`src/design/bsq_pkg.sv`:
```
// ----------------------------------------------------------------------------
// bsq_pkg
// Shared widths, constants, register map and types of the battery stability
// qualifier.
// ----------------------------------------------------------------------------
package bsq_pkg;

    // burst layout: HALF_BURST must stay a power of two (mean is a shift)
    localparam int HALF_BURST = 8;
    localparam int BURST_LEN  = 2 * HALF_BURST;
    localparam int PHASE_W    = $clog2(BURST_LEN);

    // field widths
    localparam int SAMPLE_W   = 12;
    localparam int SUM_W      = SAMPLE_W + $clog2(HALF_BURST);
    localparam int CELL_W     = 16;
    localparam int DIV_W      = 7;
    localparam int PROD_W     = SAMPLE_W + DIV_W;

    // floor(x / 10) as (x * DIV10_MUL) >> DIV10_SHIFT, exact for x below 2**22
    localparam int DIV10_SHIFT = 23;
    localparam int RECIP_W     = 20;
    localparam int RPROD_W     = PROD_W + RECIP_W;
    localparam logic [RECIP_W-1:0] DIV10_MUL = RECIP_W'((2 ** DIV10_SHIFT + 9) / 10);

    // sample maximum
    localparam logic [SAMPLE_W-1:0] SAMPLE_MAX = '1;

    // configuration port
    localparam int APB_DATA_W = 32;
    localparam int APB_ADDR_W = 4;
    localparam int REG_IDX_W  = 2;

    localparam logic [REG_IDX_W-1:0] REG_SPREAD_LIMIT = 2'd0;
    localparam logic [REG_IDX_W-1:0] REG_MIN_CELL     = 2'd1;
    localparam logic [REG_IDX_W-1:0] REG_DIVIDER      = 2'd2;

    localparam logic [SAMPLE_W-1:0] SPREAD_LIMIT_RST = 12'd40;
    localparam logic [CELL_W-1:0]   MIN_CELL_RST     = 16'd2500;
    localparam logic [DIV_W-1:0]    DIVIDER_RST      = 7'd49;

    typedef struct packed {
        logic [SAMPLE_W-1:0] spread_limit_mv;
        logic [CELL_W-1:0]   min_cell_mv;
        logic [DIV_W-1:0]    divider_tenths;
    } t_cfg;

    // closing figures of one burst
    typedef struct packed {
        logic [SAMPLE_W-1:0] mean_mv;
        logic [SAMPLE_W-1:0] spread_mv;
    } t_burst_res;

endpackage

```
`src/design/bsq_burst_acc.sv`:
```
// ----------------------------------------------------------------------------
// bsq_burst_acc
// Burst bookkeeping: min/max over the first half, sum over the second half,
// closing figures on the last beat of the burst.
// ----------------------------------------------------------------------------
module bsq_burst_acc (
    input  logic                           i_clk,
    input  logic                           i_rst_n,
    input  logic                           i_beat,
    input  logic [bsq_pkg::SAMPLE_W-1:0]   i_sample,
    output logic                           o_last,
    output logic                           o_done,
    output bsq_pkg::t_burst_res            o_res
);

    localparam logic [bsq_pkg::PHASE_W-1:0] HALF_PHASE =
        bsq_pkg::PHASE_W'(bsq_pkg::HALF_BURST);
    localparam logic [bsq_pkg::PHASE_W-1:0] LAST_PHASE =
        bsq_pkg::PHASE_W'(bsq_pkg::BURST_LEN - 1);

    logic [bsq_pkg::PHASE_W-1:0]  r_phase, n_phase;
    logic [bsq_pkg::SAMPLE_W-1:0] r_lo, n_lo;
    logic [bsq_pkg::SAMPLE_W-1:0] r_hi, n_hi;
    logic [bsq_pkg::SUM_W-1:0]    r_sum, n_sum;
    logic [bsq_pkg::SUM_W-1:0]    w_sum_tot;
    logic [bsq_pkg::SUM_W-1:0]    w_mean_full;

    assign o_last      = (r_phase == LAST_PHASE);
    assign o_done      = i_beat && o_last;
    assign w_sum_tot   = r_sum + bsq_pkg::SUM_W'(i_sample);
    assign w_mean_full = w_sum_tot / bsq_pkg::SUM_W'(bsq_pkg::HALF_BURST);

    always_comb begin
        o_res.mean_mv   = w_mean_full[bsq_pkg::SAMPLE_W-1:0];
        o_res.spread_mv = (r_hi >= r_lo) ? (r_hi - r_lo) : '0;
    end

    always_comb begin
        n_phase = r_phase;
        n_lo    = r_lo;
        n_hi    = r_hi;
        n_sum   = r_sum;
        if (i_beat) begin
            if (r_phase < HALF_PHASE) begin
                if (i_sample < r_lo) begin
                    n_lo = i_sample;
                end
                if (i_sample > r_hi) begin
                    n_hi = i_sample;
                end
                n_phase = r_phase + bsq_pkg::PHASE_W'(1);
            end else if (!o_last) begin
                n_sum   = w_sum_tot;
                n_phase = r_phase + bsq_pkg::PHASE_W'(1);
            end else begin
                // burst closed, back to a fresh burst
                n_phase = '0;
                n_lo    = bsq_pkg::SAMPLE_MAX;
                n_hi    = '0;
                n_sum   = '0;
            end
        end
    end

    always_ff @(posedge i_clk) begin
        if (!i_rst_n) begin
            r_phase <= '0;
            r_lo    <= bsq_pkg::SAMPLE_MAX;
            r_hi    <= '0;
            r_sum   <= '0;
        end else begin
            r_phase <= n_phase;
            r_lo    <= n_lo;
            r_hi    <= n_hi;
            r_sum   <= n_sum;
        end
    end

endmodule

```
`src/design/bsq_result_pipe.sv`:
```
// ----------------------------------------------------------------------------
// bsq_result_pipe
// Elastic result pipeline: divider ratio multiply, divide by ten through a
// reciprocal, flag evaluation and the output register.
// ----------------------------------------------------------------------------
module bsq_result_pipe (
    input  logic                           i_clk,
    input  logic                           i_rst_n,
    input  logic                           i_load,
    input  bsq_pkg::t_burst_res            i_res,
    input  bsq_pkg::t_cfg                  i_cfg,
    output logic                           o_can_load,
    output logic                           o_valid,
    input  logic                           i_ready,
    output logic [bsq_pkg::CELL_W-1:0]     o_cell_mv,
    output logic [bsq_pkg::SAMPLE_W-1:0]   o_spread_mv,
    output logic                           o_is_unstable,
    output logic                           o_battery_valid
);

    // stage 1: burst figures
    logic                           r_v1;
    bsq_pkg::t_burst_res            r_res1;
    // stage 2: mean times ratio
    logic                           r_v2;
    logic [bsq_pkg::PROD_W-1:0]     r_prod2;
    logic [bsq_pkg::SAMPLE_W-1:0]   r_spread2;
    logic                           r_unst2;
    // stage 3: cell millivolts
    logic                           r_v3;
    logic [bsq_pkg::CELL_W-1:0]     r_cell3;
    logic [bsq_pkg::SAMPLE_W-1:0]   r_spread3;
    logic                           r_unst3;
    // output register
    logic                           r_vo;

    logic                           w_load_o, w_load3, w_load2;
    logic                           w_mv1, w_mv2, w_mv3;
    logic [bsq_pkg::RPROD_W-1:0]    w_rprod;

    assign w_load_o   = !r_vo || i_ready;
    assign w_mv3      = r_v3 && w_load_o;
    assign w_load3    = !r_v3 || w_mv3;
    assign w_mv2      = r_v2 && w_load3;
    assign w_load2    = !r_v2 || w_mv2;
    assign w_mv1      = r_v1 && w_load2;
    assign o_can_load = !r_v1 || w_mv1;
    assign o_valid    = r_vo;

    assign w_rprod = bsq_pkg::RPROD_W'(r_prod2) * bsq_pkg::RPROD_W'(bsq_pkg::DIV10_MUL);

    always_ff @(posedge i_clk) begin
        if (!i_rst_n) begin
            r_v1 <= 1'b0;
            r_v2 <= 1'b0;
            r_v3 <= 1'b0;
            r_vo <= 1'b0;
        end else begin
            if (o_can_load) begin
                r_v1 <= i_load;
            end
            if (w_load2) begin
                r_v2 <= r_v1;
            end
            if (w_load3) begin
                r_v3 <= r_v2;
            end
            if (w_load_o) begin
                r_vo <= r_v3;
            end
        end
    end

    always_ff @(posedge i_clk) begin
        if (i_load && o_can_load) begin
            r_res1 <= i_res;
        end
        if (w_mv1) begin
            r_prod2   <= bsq_pkg::PROD_W'(r_res1.mean_mv) *
                         bsq_pkg::PROD_W'(i_cfg.divider_tenths);
            r_spread2 <= r_res1.spread_mv;
            r_unst2   <= (r_res1.spread_mv > i_cfg.spread_limit_mv);
        end
        if (w_mv2) begin
            r_cell3   <= w_rprod[bsq_pkg::DIV10_SHIFT +: bsq_pkg::CELL_W];
            r_spread3 <= r_spread2;
            r_unst3   <= r_unst2;
        end
        if (w_mv3) begin
            o_cell_mv       <= r_cell3;
            o_spread_mv     <= r_spread3;
            o_is_unstable   <= r_unst3;
            o_battery_valid <= !r_unst3 && (r_cell3 >= i_cfg.min_cell_mv);
        end
    end

endmodule

```
`src/design/battery_stability_qualifier_core.sv`:
```
// ----------------------------------------------------------------------------
// battery_stability_qualifier_core
// Qualifies a battery reading from bursts of divider-node samples.
// ----------------------------------------------------------------------------
// throughput: one sample beat per cycle, sustained except for the stall below
// the result beat, once the last sample of a burst is taken, passes through
//   the burst figures, mean times ratio, cell millivolts and output registers
// the sample side only stalls on a burst's last beat while the result
//   pipeline is completely full and the result side is stalled
// reset: synchronous, active low; restarts the burst, empties the result
//   pipeline and loads the register defaults (limit 40, min 2500, ratio 49)
// ----------------------------------------------------------------------------
module battery_stability_qualifier_core (
    input  logic                               i_clk,
    input  logic                               i_rst_n,
    // sample channel
    input  logic                               i_sample_valid,
    output logic                               o_sample_ready,
    input  logic [bsq_pkg::SAMPLE_W-1:0]       i_sample_mv,
    // result channel
    output logic                               o_res_valid,
    input  logic                               i_res_ready,
    output logic [bsq_pkg::CELL_W-1:0]         o_cell_mv,
    output logic [bsq_pkg::SAMPLE_W-1:0]       o_spread_mv,
    output logic                               o_is_unstable,
    output logic                               o_battery_valid,
    // apb configuration port
    input  logic                               psel,
    input  logic                               penable,
    input  logic                               pwrite,
    input  logic [bsq_pkg::APB_ADDR_W-1:0]     paddr,
    input  logic [bsq_pkg::APB_DATA_W-1:0]     pwdata,
    output logic [bsq_pkg::APB_DATA_W-1:0]     prdata,
    output logic                               pready
);

    // configuration registers
    bsq_pkg::t_cfg                  r_cfg;
    logic                           w_wr;
    logic [bsq_pkg::REG_IDX_W-1:0]  w_idx;

    // handshake between burst bookkeeping and result pipeline
    logic                           w_beat;
    logic                           w_last;
    logic                           w_done;
    logic                           w_can_load;
    bsq_pkg::t_burst_res            w_res;

    // ------------------------------------------------------------------
    // apb: zero wait states, word addressed registers
    // ------------------------------------------------------------------
    assign pready = 1'b1;
    assign w_wr   = psel && penable && pwrite && pready;
    assign w_idx  = paddr[bsq_pkg::APB_ADDR_W-1:2];

    always_ff @(posedge i_clk) begin
        if (!i_rst_n) begin
            r_cfg.spread_limit_mv <= bsq_pkg::SPREAD_LIMIT_RST;
            r_cfg.min_cell_mv     <= bsq_pkg::MIN_CELL_RST;
            r_cfg.divider_tenths  <= bsq_pkg::DIVIDER_RST;
        end else if (w_wr) begin
            case (w_idx)
                bsq_pkg::REG_SPREAD_LIMIT: begin
                    r_cfg.spread_limit_mv <= pwdata[bsq_pkg::SAMPLE_W-1:0];
                end
                bsq_pkg::REG_MIN_CELL: begin
                    r_cfg.min_cell_mv <= pwdata[bsq_pkg::CELL_W-1:0];
                end
                bsq_pkg::REG_DIVIDER: begin
                    r_cfg.divider_tenths <= pwdata[bsq_pkg::DIV_W-1:0];
                end
                default: begin
                    // unmapped address, write dropped
                end
            endcase
        end
    end

    always_comb begin
        case (w_idx)
            bsq_pkg::REG_SPREAD_LIMIT: prdata = bsq_pkg::APB_DATA_W'(r_cfg.spread_limit_mv);
            bsq_pkg::REG_MIN_CELL:     prdata = bsq_pkg::APB_DATA_W'(r_cfg.min_cell_mv);
            bsq_pkg::REG_DIVIDER:      prdata = bsq_pkg::APB_DATA_W'(r_cfg.divider_tenths);
            default:                   prdata = '0;
        endcase
    end

    // ------------------------------------------------------------------
    // sample side: only the closing beat needs room in the pipeline
    // ------------------------------------------------------------------
    assign o_sample_ready = !w_last || w_can_load;
    assign w_beat         = i_sample_valid && o_sample_ready;

    bsq_burst_acc u_acc (
        .i_clk    (i_clk),
        .i_rst_n  (i_rst_n),
        .i_beat   (w_beat),
        .i_sample (i_sample_mv),
        .o_last   (w_last),
        .o_done   (w_done),
        .o_res    (w_res)
    );

    // ------------------------------------------------------------------
    // result side: ratio multiply, divide by ten, flags, output register
    // ------------------------------------------------------------------
    bsq_result_pipe u_pipe (
        .i_clk           (i_clk),
        .i_rst_n         (i_rst_n),
        .i_load          (w_done),
        .i_res           (w_res),
        .i_cfg           (r_cfg),
        .o_can_load      (w_can_load),
        .o_valid         (o_res_valid),
        .i_ready         (i_res_ready),
        .o_cell_mv       (o_cell_mv),
        .o_spread_mv     (o_spread_mv),
        .o_is_unstable   (o_is_unstable),
        .o_battery_valid (o_battery_valid)
    );

endmodule

```
`config.mk`:
```
export PLATFORM = sky130hd
export DESIGN_NAME = battery_stability_qualifier_core
export DESIGN_NICKNAME = d
export VERILOG_FILES = /design/src/design/bsq_pkg.sv /design/src/design/bsq_burst_acc.sv /design/src/design/bsq_result_pipe.sv /design/src/design/battery_stability_qualifier_core.sv
export SDC_FILE = /design/constraint.sdc
export NUM_CORES = 1
export LEC_CHECK = 0
export BUFFER_PORTS_ARGS = -buffer_cell sky130_fd_sc_hd__buf_2
export CORE_MARGIN = 2
export CORE_UTILIZATION = 25
export DETAILED_ROUTE_END_ITERATION = 12
export PLACE_DENSITY = 0.49
export SLEW_MARGIN = 20
export SYNTH_ARGS = -nofsm -noshare
export SYNTH_HDL_FRONTEND = slang
export SYNTH_SLANG_ARGS = --single-unit
```
`constraint.sdc`:
```
create_clock -name i_clk -period 7.45 [get_ports i_clk]
set_input_delay 1.49 -clock i_clk [delete_from_list [all_inputs] [get_ports i_clk]]
set_output_delay 1.49 -clock i_clk [all_outputs]
set_load 0.01 [all_outputs]
```
Word-level counts from Yosys, hierarchy flattened
Index checks and enable logic that the tools add are counted.
- add/sub/neg operators: 3
- multiply operators: 2
- $lt $le $gt $ge: 6
- equality and inequality tests: 5
- muxes and demuxes: 10
- bitwise logic cells: 1
- reductions and logical operators: 28
- operator list (operator ; count):
    two-way mux 12 bit ; 6
    case mux 16 bit (3 select lines) ; 1
    multiplier 19 x 20 -> 39 bit (second input constant) ; 1
    greater-than comparator 12 bit ; 2
    multiplier 12 x 7 -> 19 bit ; 1
    greater-or-equal comparator 16 bit ; 1
    adder 15 x 12 -> 15 bit ; 1
    two-way mux 15 bit ; 1
    greater-or-equal comparator 12 bit ; 1
    < comparator 12 bit ; 1
    subtractor 12 bit ; 1
    logical AND 1 bit ; 9
    two-way mux 4 bit ; 2
    AND reduction 2 bit ; 4
    zero test 1 bit ; 6
    AND reduction 3 bit ; 2
    logical OR 1 bit ; 5
    adder 4 x 1 -> 4 bit (second input constant) ; 1
    equality test 4 bit (second input constant) ; 1
    < comparator 4 bit (second input constant) ; 1
    inequality test 2 bit (second input constant) ; 2
    equality test 2 x 1 -> 1 bit (second input constant) ; 1
    equality test 2 bit (second input constant) ; 1
    zero test 2 bit ; 1
    2 further kinds ; 2
- register bits: 197
- bits of input ports: 55
- output and inout bits: 65
- logic and storage cells: 78

Depth between registers and ports, before layout
Gate-level depths: netlist (run 1).
- depth in word-level cells: 12
- mapped depth: 21
- mapped depth without buffers: 21

Hierarchy
From an unflattened synthesis (run 1), not the netlist that was laid out.
- cells, all modules: 1709
- area total of the unflattened synthesis: 17397.9 um^2
- modules (own cells, without submodules) (module ; times used ; cells each ; area an instance (um^2)):
    bsq_result_pipe ; 1 ; 1094 ; 12200.5
    bsq_burst_acc ; 1 ; 404 ; 3394.5
    battery_stability_qualifier_core ; 1 ; 211 ; 1803.0

Least setup slack after synthesis (run 1)
Ideal clock, no wire load.
- kind: reg-to-reg
- start point: reg u_pipe.r_prod2[17] (netlist name)
- end point: reg u_pipe.r_cell3[11] (netlist name) (data pin)
- setup time: 0.260 ns
- data arrival time: 5.250 ns
- data required time: 7.190 ns
- setup slack: 1.940 ns
- cell stages (with the launch flop): 22
- path buffers: 0
- cells stage by stage: edfxtp_1 inv_1 ha_1 inv_1 fa_1 inv_1 fa_1 fa_1 inv_1 fa_1 inv_1 fa_1 inv_1 ha_1 and4_1 and2_4 nand2_1 or4_4 a21o_4 a21oi_4 nor3_1 xnor2_1
- longest elaborated chain between the ends: 1
- RTL lines (element ; line ; RTL):
    start: declaration ; bsq_result_pipe.sv:26 ; logic [bsq_pkg::PROD_W-1:0] r_prod2;
    start signal: assignment ; bsq_result_pipe.sv:79 ; r_prod2 <= bsq_pkg::PROD_W'(r_res1.mean_mv) *
    multiplier 19 x 20 -> 39 bit ; bsq_result_pipe.sv:50 ; assign w_rprod = bsq_pkg::RPROD_W'(r_prod2) * bsq_pkg::RPROD_W'(bsq_pkg::DIV10_MUL);
    named net u_pipe.w_rprod (one bit) ; bsq_result_pipe.sv:39 ; logic [bsq_pkg::RPROD_W-1:0] w_rprod;
    end signal: assignment ; bsq_result_pipe.sv:85 ; r_cell3 <= w_rprod[bsq_pkg::DIV10_SHIFT +: bsq_pkg::CELL_W];
    end: declaration ; bsq_result_pipe.sv:31 ; logic [bsq_pkg::CELL_W-1:0] r_cell3;
The timed path passes the listed nets, and every way through them passes these cells.
A chain may end at the register's enable or synchronous reset.

Worst setup path after layout (run 1)
- start point: reg u_pipe.r_prod2[13] (netlist name)
- end point: reg u_pipe.r_cell3[12] (netlist name) (data pin)
The elaborated chain is that of the path after synthesis.

==> run_results.csv, run 1 <==
group,metric,value,unit
clock_network,cts_hold_buf,0,
final_layout,instances_no_fill,2674,
worst_setup_path,cp.arrival,6090,ps
floorplanning,die-area,0.0711,sq mm
final_layout,fin_util,28.0,%
clock_network,numCtsBuffers,17,
routing,drt_iter0_drc,492,
placed_design,port_buffers,84,
synth,syn_inst,1711,
placed_design,place_inst,2640,
timing,period_minus_slack,5900,ps
global_routing,grt_pass1_vias,12000,
clock_network,worstSkewPairLatency,460,ps
synth,ys_warn_count,0,
timing,rsz0062_at_grt,"false",
floorplanning,pin_count,120,
power_and_ir_drop,p_per_area,119,mW/mm^2
power_and_ir_drop,p_sw_share,25.4,%
synth,ys.flop_type,"edfxtp_1",
global_routing,antenna_found_initial,2,
timing,fin_worst_skew,9.90,ps
worst_setup_path,required,7640,ps
timing,finalHoldViolCount,0,
synth,synth_edf_count,115,
placed_design,dpl.hpwl,32.8,mm
power_and_ir_drop,power_frac_comb,9.6,%
clock_network,htreeDepth,4,
floorplanning,dieHeight,267,um
run_status,status,"complete, no violations",
worst_setup_path,crit_family,"adder cells",
final_layout,area_delta_synth_final,11.3,%
timing,fin_crit_sh,79.2,%
clock_network,clkTransAtPathRegs,80,ps
worst_setup_path,worst_path_most_repeated_cell,"fa_1",
worst_setup_path,critPathMaxStageDelay,540,ps
synth,postSynthAreaPerCell,10.1,sq um
routing,via_per_inst,4.32,
clock_network,cts_tree,"built",
worst_setup_path,crit_path_cell_trace,"ha_1 -> fa_1 -> inv_1 -> fa_1 -> fa_1 -> inv_1 -> fa_1 -> inv_1 -> fa_1 -> inv_1 -> ha_1 -> and4_1 -> and2_4 -> nand2_1 -> or4_4 -> a21o_4 -> a21oi_4 -> or4_1 -> nand3_1",
worst_setup_path,path_class,"flip-flop to flip-flop",
power_and_ir_drop,p_int,1710,uW
worst_setup_path,path_max_fanout,5,
synth,synth_top_cells_by_area,"edfxtp_1 20%, ha_1 18%, fa_1 17%",
synth,synth.top_cells.by_count,"320 x inv_1, 251 x ha_1, 150 x fa_1, 144 x nand2_1, 115 x edfxtp_1",
power_and_ir_drop,p_sw,582,uW
synth,synth.cell_area,0.0172,sq mm
synth,synth.distinct_cells,74,
final_layout,nNetsFinal,2234,
placed_design,placed_area,0.0186,sq mm
clock_network,cts.sinks,197,
synth,synth_seq_area_share,29.6,%
worst_setup_path,start_kind,"flip-flop",
synth,netlist.top_cell.by_area,"edfxtp_1",
global_routing,grt_first_pass_wirelength,63.8,mm
min_path,hold_class,"flip-flop to flip-flop",
clock_network,cts_root_buf,"clkbuf_16",
clock_network,clock_path_buffers,2,
worst_setup_path,critPathCaptureType,"flip-flop",
timing,worstMarginPinSlew,982,ps
worst_setup_path,crit_buf_inv,4,
timing,timing.fmax,170,MHz
power_and_ir_drop,static-leakage-power,0.00904,uW
synth,synth-seq-cells,197,
synth,yosysMostFrequentCell,"inv_1",
synth,synth_top_area_share,20.0,%
clock_network,postCtsSetupBuffers,0,
floorplanning,initial_core_util,25.2,%
timing,slew_violations,0,
synth,async_reset_ff_share,0,%
floorplanning,row_count,96,
routing,wire_per_inst,14.9,um
floorplanning,die_w,267,um
timing,setup_violations,0,
final_layout,design_area,0.0192,sq mm
routing,drc,0,
run,drv_cap,0,
floorplanning,core,0.0685,sq mm
final_layout,drive_gt1_share,8.60,%
clock_network,cts_resized,0,
global_routing,grt.overflow.total,0,
routing,drt_first_pass_iters,5,
routing,vias,11600,
power_and_ir_drop,clkPwrFrac,39.5,%
timing,setup_tns,0,ps
global_routing,grt_max_degree,86,
power_and_ir_drop,ir_worst_vdd,0.164,mV
routing,final_antenna_net_count,0,
worst_setup_path,slowest_stage,"fa_1",
timing,relSlewSlack,34.4,%
routing,drt_wl_total,40.0,mm
power_and_ir_drop,power_frac_seq,50.9,%
power_and_ir_drop,power.total,2290,uW
placed_design,place.gp.congestion,0.858,
global_routing,grt_use_total,11.5,%
area by class of cell:
cell class                 instances  area (sq um)
inverter                         320          1200
antenna                            1          2.50
tap                              882          1100
clock inverter                    12          97.6
fill                            7183         49300
clock buffer                      20           468
multi-input combinational       1149         10700
timing repair buffer              93           500
sequential                       197          5090
final timing paths:
kind | from | end | slack, ps | cells past startpoint
min | u_pipe.r_spread2[4]$_DFFE_PP_ | u_pipe.r_spread3[4]$_DFFE_PP_ | 420 | 0
max reg2reg | u_pipe.r_prod2[13]$_DFFE_PP_ | u_pipe.r_cell3[12]$_DFFE_PP_ | 1550 | 19
max | u_pipe.r_prod2[13]$_DFFE_PP_ | u_pipe.r_cell3[12]$_DFFE_PP_ | 1550 | 19
min reg2reg | u_pipe.r_spread2[4]$_DFFE_PP_ | u_pipe.r_spread3[4]$_DFFE_PP_ | 420 | 0
sequential cells by signal, indices dropped and copies added, names as in the netlist, 4 cells and up:
signal and flops:
u_pipe.r_cell3 16, u_pipe.r_spread2 12, u_acc.r_lo 12, u_acc.r_sum 15
r_cfg 35, u_pipe.r_spread3 12, u_pipe.r_res1 24, u_acc.r_phase 4
u_pipe.o_spread_mv 12, u_pipe.o_cell_mv 16, u_pipe.r_prod2 19, u_acc.r_hi 12
layout by cell type (no fill, tap or decap), types with 28 or more instances in the layout:
cell,count
nor2_1,42
and2_1,54
a21boi_0,36
edfxtp_1,115
inv_1,320
ha_1,251
o21ai_0,33
a21oi_1,49
nor3_1,35
xnor2_1,36
fa_1,150
dfxtp_1,82
a21o_1,40
nand2_1,144
buf_2,84
nor2b_1,28
layer usage:
layer	track usage (%)	routed length (um)
met4	2.93	575
met1	15.4	19500
met3	1.85	1030
met5	0	0
met2	19.1	18900
kinds of logic after synthesis:
family                   share of synthesized area [%]
other                                           0.0436
adder cells (fa/ha/maj)                           35.6
AND/OR/NAND/NOR                                   11.9
XOR/XNOR                                          2.54
AO/OA/AOI/OAI                                     10.4
multiplexers                                      1.22
flip-flops                                        29.6
buffers and inverters                             8.74
power by group through the flow:
stage / Clock [uW] / Combinational, uW / Sequential (uW)
after floorplan: 0 / 165 / 1190
after global routing: 984 / 251 / 1170
final: 904 / 220 / 1170
after detailed placement: 0 / 220 / 1190
after global placement: 0 / 216 / 1190
after CTS: 941 / 222 / 1170
per-stage QoR:
step | hold WS [ps] | setup slack (ps)
after floorplan | 400 | 1940
final | 418 | 1550
after global routing | 427 | 1250
after CTS | 418 | 1520
after global placement | 410 | 1560
after detailed placement | 405 | 1570
(Power assumes the default switching activity.)
==> inputs of run 2 (changes only) <==
- PLACE_DENSITY: 0.49 -> 0.5
- clock period: 7.45 -> 4.9 ns (I/O delays scaled with it)
==> run_results.csv, run 2 (same netlist as run 1, synthesis figures left out) <==
group,metric,value,unit
routing,vias,12000,
power_and_ir_drop,static-leakage-power,0.00971,uW
worst_setup_path,cp.arrival,5830,ps
final_layout,design_area,0.0204,sq mm
final_layout,area_delta_synth_final,18.5,%
power_and_ir_drop,p_sw,872,uW
floorplanning,core,0.0685,sq mm
worst_setup_path,path_max_fanout,4,
power_and_ir_drop,power_frac_comb,9.7,%
clock_network,worstSkewPairLatency,460,ps
global_routing,grt.overflow.total,0,
timing,period_minus_slack,5620,ps
timing,slew_violations,0,
min_path,hold_class,"flip-flop to flip-flop",
placed_design,dpl.hpwl,34.2,mm
power_and_ir_drop,clkPwrFrac,39.2,%
final_layout,drive_gt1_share,17.1,%
worst_setup_path,slowest_stage,"fa_1",
worst_setup_path,startpoint,"u_pipe.r_prod2[5]$_DFFE_PP_",
timing,worstMarginPinSlew,929,ps
final_layout,largestRegisters,"r_cfg (35), u_pipe.r_res1 (24), u_pipe.r_prod2 (19)",
final_layout,n_fill_cell,7120,
final_layout,mostFrequentLayoutCells,"310 x inv_1, 242 x ha_1, 147 x fa_1, 141 x nand2_1, 137 x buf_4",
timing,timing.fmax,178,MHz
worst_setup_path,critPathMaxStageDelay,580,ps
worst_setup_path,worst_path_most_repeated_cell,"fa_1",
worst_setup_path,critPathCapture,"u_pipe.r_cell3[11]$_DFFE_PP_",
worst_setup_path,required,5110,ps
power_and_ir_drop,power_frac_seq,51.1,%
global_routing,grt_first_pass_wirelength,66.5,mm
global_routing,grt_use_total,11.9,%
floorplanning,initial_core_util,25.2,%
clock_network,htreeDepth,4,
placed_design,placed_area,0.0196,sq mm
clock_network,cts.sinks,197,
global_routing,antenna_found_initial,5,
clock_network,cts_tree,"built",
final_layout,max_flop_register,"r_cfg",
clock_network,numCtsBuffers,17,
routing,drt_wl_total,41.2,mm
final_layout,multi_input_area,0.0110,sq mm
final_layout,largest_reg_flops,35,
power_and_ir_drop,ir_worst_vdd,0.259,mV
run,drv_cap,0,
floorplanning,die-area,0.0711,sq mm
run_status,status,"complete, but fails checks",
worst_setup_path,r2r_slack,-720,ps
clock_network,clkTransAtPathRegs,70,ps
timing,finalHoldViolCount,0,
timing,fin_worst_skew,10.7,ps
global_routing,grt_pass1_vias,12500,
clock_network,clock_path_buffers,2,
timing,rsz0062_at_grt,"true",
timing,setup_violations,16,
worst_setup_path,worstReg2RegStart,"u_pipe.r_prod2[5]$_DFFE_PP_",
worst_setup_path,crit_path_cell_trace,"ha_4 -> inv_2 -> fa_1 -> inv_2 -> fa_1 -> fa_1 -> fa_1 -> inv_2 -> fa_1 -> inv_2 -> ha_4 -> and4_1 -> and2_4 -> nand2_2 -> or4_4 -> a21o_4 -> a21oi_4 -> nor3_1 -> xnor2_1",
floorplanning,dieHeight,267,um
floorplanning,row_count,96,
final_layout,final_common_cell,"inv_1",
clock_network,cts_root_buf,"clkbuf_16",
worst_setup_path,rr_worst_depth,19,
power_and_ir_drop,p_sw_share,25.1,%
global_routing,grt_max_degree,52,
timing,relSlewSlack,37.9,%
worst_setup_path,start_kind,"flip-flop",
timing,setup_ws,-720,ps
routing,final_antenna_net_count,0,
routing,drt_first_pass_iters,7,
floorplanning,die_w,267,um
power_and_ir_drop,p_per_area,170,mW/mm^2
final_layout,seqCellArea,0.00510,sq mm
worst_setup_path,path_class,"flip-flop to flip-flop",
timing,fin_crit_sh,115,%
placed_design,port_buffers,84,
worst_setup_path,critPathCaptureType,"flip-flop",
placed_design,place.gp.congestion,0.839,
worst_setup_path,timing.rr.end,"u_pipe.r_cell3[11]$_DFFE_PP_",
routing,via_per_inst,4.28,
timing,setup_tns,-8170,ps
routing,wire_per_inst,14.7,um
final_layout,nNetsFinal,2367,
power_and_ir_drop,p_int,2600,uW
routing,drc,0,
floorplanning,pin_count,120,
run_status,failed_checks,"negative setup slack",
routing,drt_iter0_drc,537,
## run 2: cell count changes in the layout (fill, tap and decap cells not counted), moves of 5 or more
cell	previous run	this run
ha_4	0	9
inv_2	0	10
ha_1	251	242
a21oi_1	49	44
inv_1	320	310
buf_4	8	137
## run 2: critical path, delay by kind of cell, from the launching register on
| kind | cells | cell delay (ps) |
|---|---|---|
| buffers and inverters | 4 | 190 |
| AO/OA/AOI/OAI | 2 | 410 |
| adder cells (fa/ha/maj) | 7 | 3210 |
| XOR/XNOR | 1 | 130 |
| flip-flops | 1 | 460 |
| AND/OR/NAND/NOR | 5 | 950 |
## run 2: worst min-delay path by stage
stage	startpoint	to	slack, ps	depth (start not counted)
after detailed placement	u_pipe.r_spread3[9]$_DFFE_PP_	u_pipe.o_spread_mv[9]$_DFFE_PP_	400	0
after floorplan	u_pipe.r_spread3[0]$_DFFE_PP_	u_pipe.o_spread_mv[0]$_DFFE_PP_	400	0
after CTS	u_pipe.r_spread3[9]$_DFFE_PP_	u_pipe.o_spread_mv[9]$_DFFE_PP_	410	0
final	u_pipe.r_spread3[9]$_DFFE_PP_	u_pipe.o_spread_mv[9]$_DFFE_PP_	410	0
after global routing	u_pipe.r_spread3[9]$_DFFE_PP_	u_pipe.o_spread_mv[9]$_DFFE_PP_	430	0
after global placement	u_pipe.r_spread2[10]$_DFFE_PP_	u_pipe.r_spread3[10]$_DFFE_PP_	410	0
## run 2: power by group through the flow
stage	Sequential (uW)	Combinational, uW	Clock (uW)
after CTS	1770	341	1410
final	1770	338	1360
after floorplan	1800	252	0
after detailed placement	1810	338	0
after global routing	1770	383	1480
after global placement	1810	331	0
## run 2: layout make-up
class	instances	area share, %
diodes	1	0.0122
clock buffers	23	2.35
clock inverters	9	0.318
inverters	320	5.88
multi-input cells	1149	53.7
flip-flops and latches	197	24.9
well taps	882	5.40
repair buffers	226	7.41
## run 2: routing by layer
layer / GRT usage, % / part of all wire [%] / vias up
li1: - / - / 6045
met1: 15.3 / 47 / 5804
met2: 20.6 / 49 / 132
met3: 2.16 / 2.9 / 32
met4: 2.73 / 1.2 / 6
met5: 0 / 0.10 / -
## run 2: per-stage QoR
step                      worst slack [ps]  hold WS, ps  instances  utilization, %  total power (uW)
final                                 -720          415       2807            29.8              3470
after global routing                  -923          426       2806            29.8              3630
after CTS                             -719          414       2802            29.7              3520
after detailed placement              -789          405       2762            28.6              2150
after global placement                -771          409       2762            28.6              2140
after floorplan                       -540          400       1726               -              2050
## run 2: repair_timing
| item | CTS | global route |
|---|---|---|
| hold buffers | 0 | 0 |
| buffers inserted | 8 | 3 |
| resized for setup | 38 | 12 |
| endpoints found under the setup margin | 16 | 18 |
| pin swaps | 23 | 8 |
==> inputs of run 3 (changes only) <==
- REMOVE_ABC_BUFFERS: unset -> 1
==> run_results.csv, run 3 (same netlist as run 1, synthesis figures left out) <==
group,metric,value,unit
placed_design,dpl.hpwl,33.9,mm
final_layout,mostFrequentLayoutCells,"303 x inv_1, 233 x ha_1, 146 x fa_1, 142 x nand2_1, 139 x buf_4",
min_path,hold_class,"flip-flop to flip-flop",
final_layout,seqCellArea,0.00510,sq mm
power_and_ir_drop,p_sw,911,uW
final_layout,instances_no_fill,2812,
final_layout,area_delta_synth_final,19.6,%
clock_network,clock_path_buffers,2,
power_and_ir_drop,p_per_area,173,mW/mm^2
timing,timing.fmax,176,MHz
global_routing,grt.overflow.total,0,
final_layout,drive_gt1_share,18.2,%
power_and_ir_drop,static-leakage-power,0.00973,uW
worst_setup_path,crit_path_cell_trace,"inv_1 -> ha_1 -> inv_2 -> fa_1 -> inv_2 -> fa_1 -> fa_1 -> inv_2 -> fa_1 -> inv_2 -> fa_1 -> inv_2 -> ha_4 -> and4_1 -> and2_4 -> nand2_1 -> or4_4 -> a21o_4 -> a21oi_4 -> or4_1 -> nand3_1",
final_layout,largestRegisters,"r_cfg (35), u_pipe.r_res1 (24), u_pipe.r_prod2 (19)",
floorplanning,die-area,0.0711,sq mm
worst_setup_path,worstReg2RegStart,"u_pipe.r_prod2[17]$_DFFE_PP_",
timing,worstMarginPinSlew,967,ps
timing,fin_crit_sh,116,%
global_routing,grt_max_degree,52,
floorplanning,pin_count,120,
final_layout,multi_input_area,0.0110,sq mm
final_layout,nNetsFinal,2372,
routing,via_per_inst,4.28,
clock_network,cts.sinks,197,
floorplanning,core,0.0685,sq mm
clock_network,clkTransAtPathRegs,70,ps
timing,relSlewSlack,35.2,%
timing,finalHoldViolCount,0,
timing,period_minus_slack,5690,ps
placed_design,place_inst,2763,
global_routing,grt_first_pass_wirelength,66.4,mm
worst_setup_path,slowest_stage,"or4_4",
floorplanning,dieHeight,267,um
final_layout,final_common_cell,"inv_1",
placed_design,port_buffers,84,
timing,rsz0062_at_grt,"true",
power_and_ir_drop,p_int,2660,uW
worst_setup_path,cp.arrival,5890,ps
clock_network,cts_root_buf,"clkbuf_16",
clock_network,numCtsBuffers,17,
power_and_ir_drop,power_frac_comb,9.5,%
final_layout,design_area,0.0206,sq mm
clock_network,htreeDepth,4,
routing,drc,0,
final_layout,largest_reg_flops,35,
timing,slew_violations,0,
final_layout,max_flop_register,"r_cfg",
worst_setup_path,required,5100,ps
power_and_ir_drop,ir_worst_vdd,0.222,mV
placed_design,place.gp.congestion,0.840,
routing,vias,12000,
floorplanning,row_count,96,
timing,fin_worst_skew,14.5,ps
routing,final_antenna_net_count,0,
floorplanning,initial_core_util,25.2,%
worst_setup_path,crit_family,"adder cells",
power_and_ir_drop,clkPwrFrac,41.0,%
worst_setup_path,startpoint,"u_pipe.r_prod2[17]$_DFFE_PP_",
routing,drt_iter0_drc,505,
routing,drt_first_pass_iters,5,
power_and_ir_drop,power_frac_seq,49.6,%
routing,drt_wl_total,41.0,mm
run,drv_cap,0,
global_routing,grt_use_total,11.9,%
worst_setup_path,critPathMaxStageDelay,580,ps
run_status,status,"complete, but fails checks",
power_and_ir_drop,p_sw_share,25.5,%
worst_setup_path,crit_buf_inv,6,
global_routing,antenna_found_initial,2,
worst_setup_path,start_kind,"flip-flop",
floorplanning,die_w,267,um
min_path,holdCritStartpoint,"u_pipe.r_spread3[8]$_DFFE_PP_",
routing,wire_per_inst,14.6,um
worst_setup_path,path_max_fanout,4,
timing,setup_violations,16,
run_status,failed_checks,"negative setup slack",
clock_network,cts_tree,"built",
clock_network,cts_hold_buf,0,
timing,setup_tns,-8640,ps
worst_setup_path,path_class,"flip-flop to flip-flop",
clock_network,worstSkewPairLatency,470,ps
worst_setup_path,critPathCaptureType,"flip-flop",
final_layout,n_fill_cell,7103,
global_routing,grt_pass1_vias,12700,
timing,hold_slack,422,ps
timing,setup_ws,-789,ps
placed_design,placed_area,0.0195,sq mm
-- run 3: cell count changes in the layout (fill, tap and decap cells not counted), sizes merged --
cell / change
bufinv: +2
clkinvlp: +2
buf: +5
clkinv: +1
clkbuf: -5
-- run 3: through the flow --
stage / utilization, % / power, uW / setup slack [ps]
after floorplan: - / 2030 / -615
after global placement: 28.6 / 2140 / -813
after detailed placement: 28.6 / 2150 / -836
after CTS: 29.7 / 3630 / -710
after global routing: 30.1 / 3740 / -961
final: 30.1 / 3580 / -789
-- run 3: power by group through the flow --
stage	Clock (uW)	Sequential [uW]	Combinational, uW
6_report	1460	1770	339
5_1_grt	1580	1770	386
4_1_cts	1510	1770	343
3_5_place_dp	0	1810	341
3_3_place_gp	0	1810	335
2_1_floorplan	0	1800	225
-- run 3: worst paths after layout --
path / end / slack, ps / depth (start not counted)
worst min register to register: u_pipe.o_spread_mv[8]$_DFFE_PP_ / 420 / 0
worst min-delay path: u_pipe.o_spread_mv[8]$_DFFE_PP_ / 420 / 0
worst max-delay path: u_pipe.r_cell3[12]$_DFFE_PP_ / -790 / 21
worst max register to register: u_pipe.r_cell3[12]$_DFFE_PP_ / -790 / 21
-- run 3: layout make-up --
cell class | instances | area share (%)
antenna | 1 | 0.0121
inverter | 320 | 5.82
clock inverter | 14 | 0.819
tap | 882 | 5.35
sequential | 197 | 24.7
clock buffer | 18 | 2.08
multi-input combinational | 1149 | 53.6
timing repair buffer | 231 | 7.62
-- run 3: per-layer routing --
layer	up-vias	GRT usage [%]	share of wire, %
li1	6037	-	-
met3	32	1.88	2.6
met1	5826	15.6	48
met2	137	20.0	48
met5	-	0	0
met4	0	3.46	1.7
-- run 3: timing repair --
action                                  CTS  global route
endpoints found under the setup margin   16            19
gates resized for setup                  27            50
pin swaps                                16            44
buffers inserted                          7             8
hold endpoints to repair                  0             0
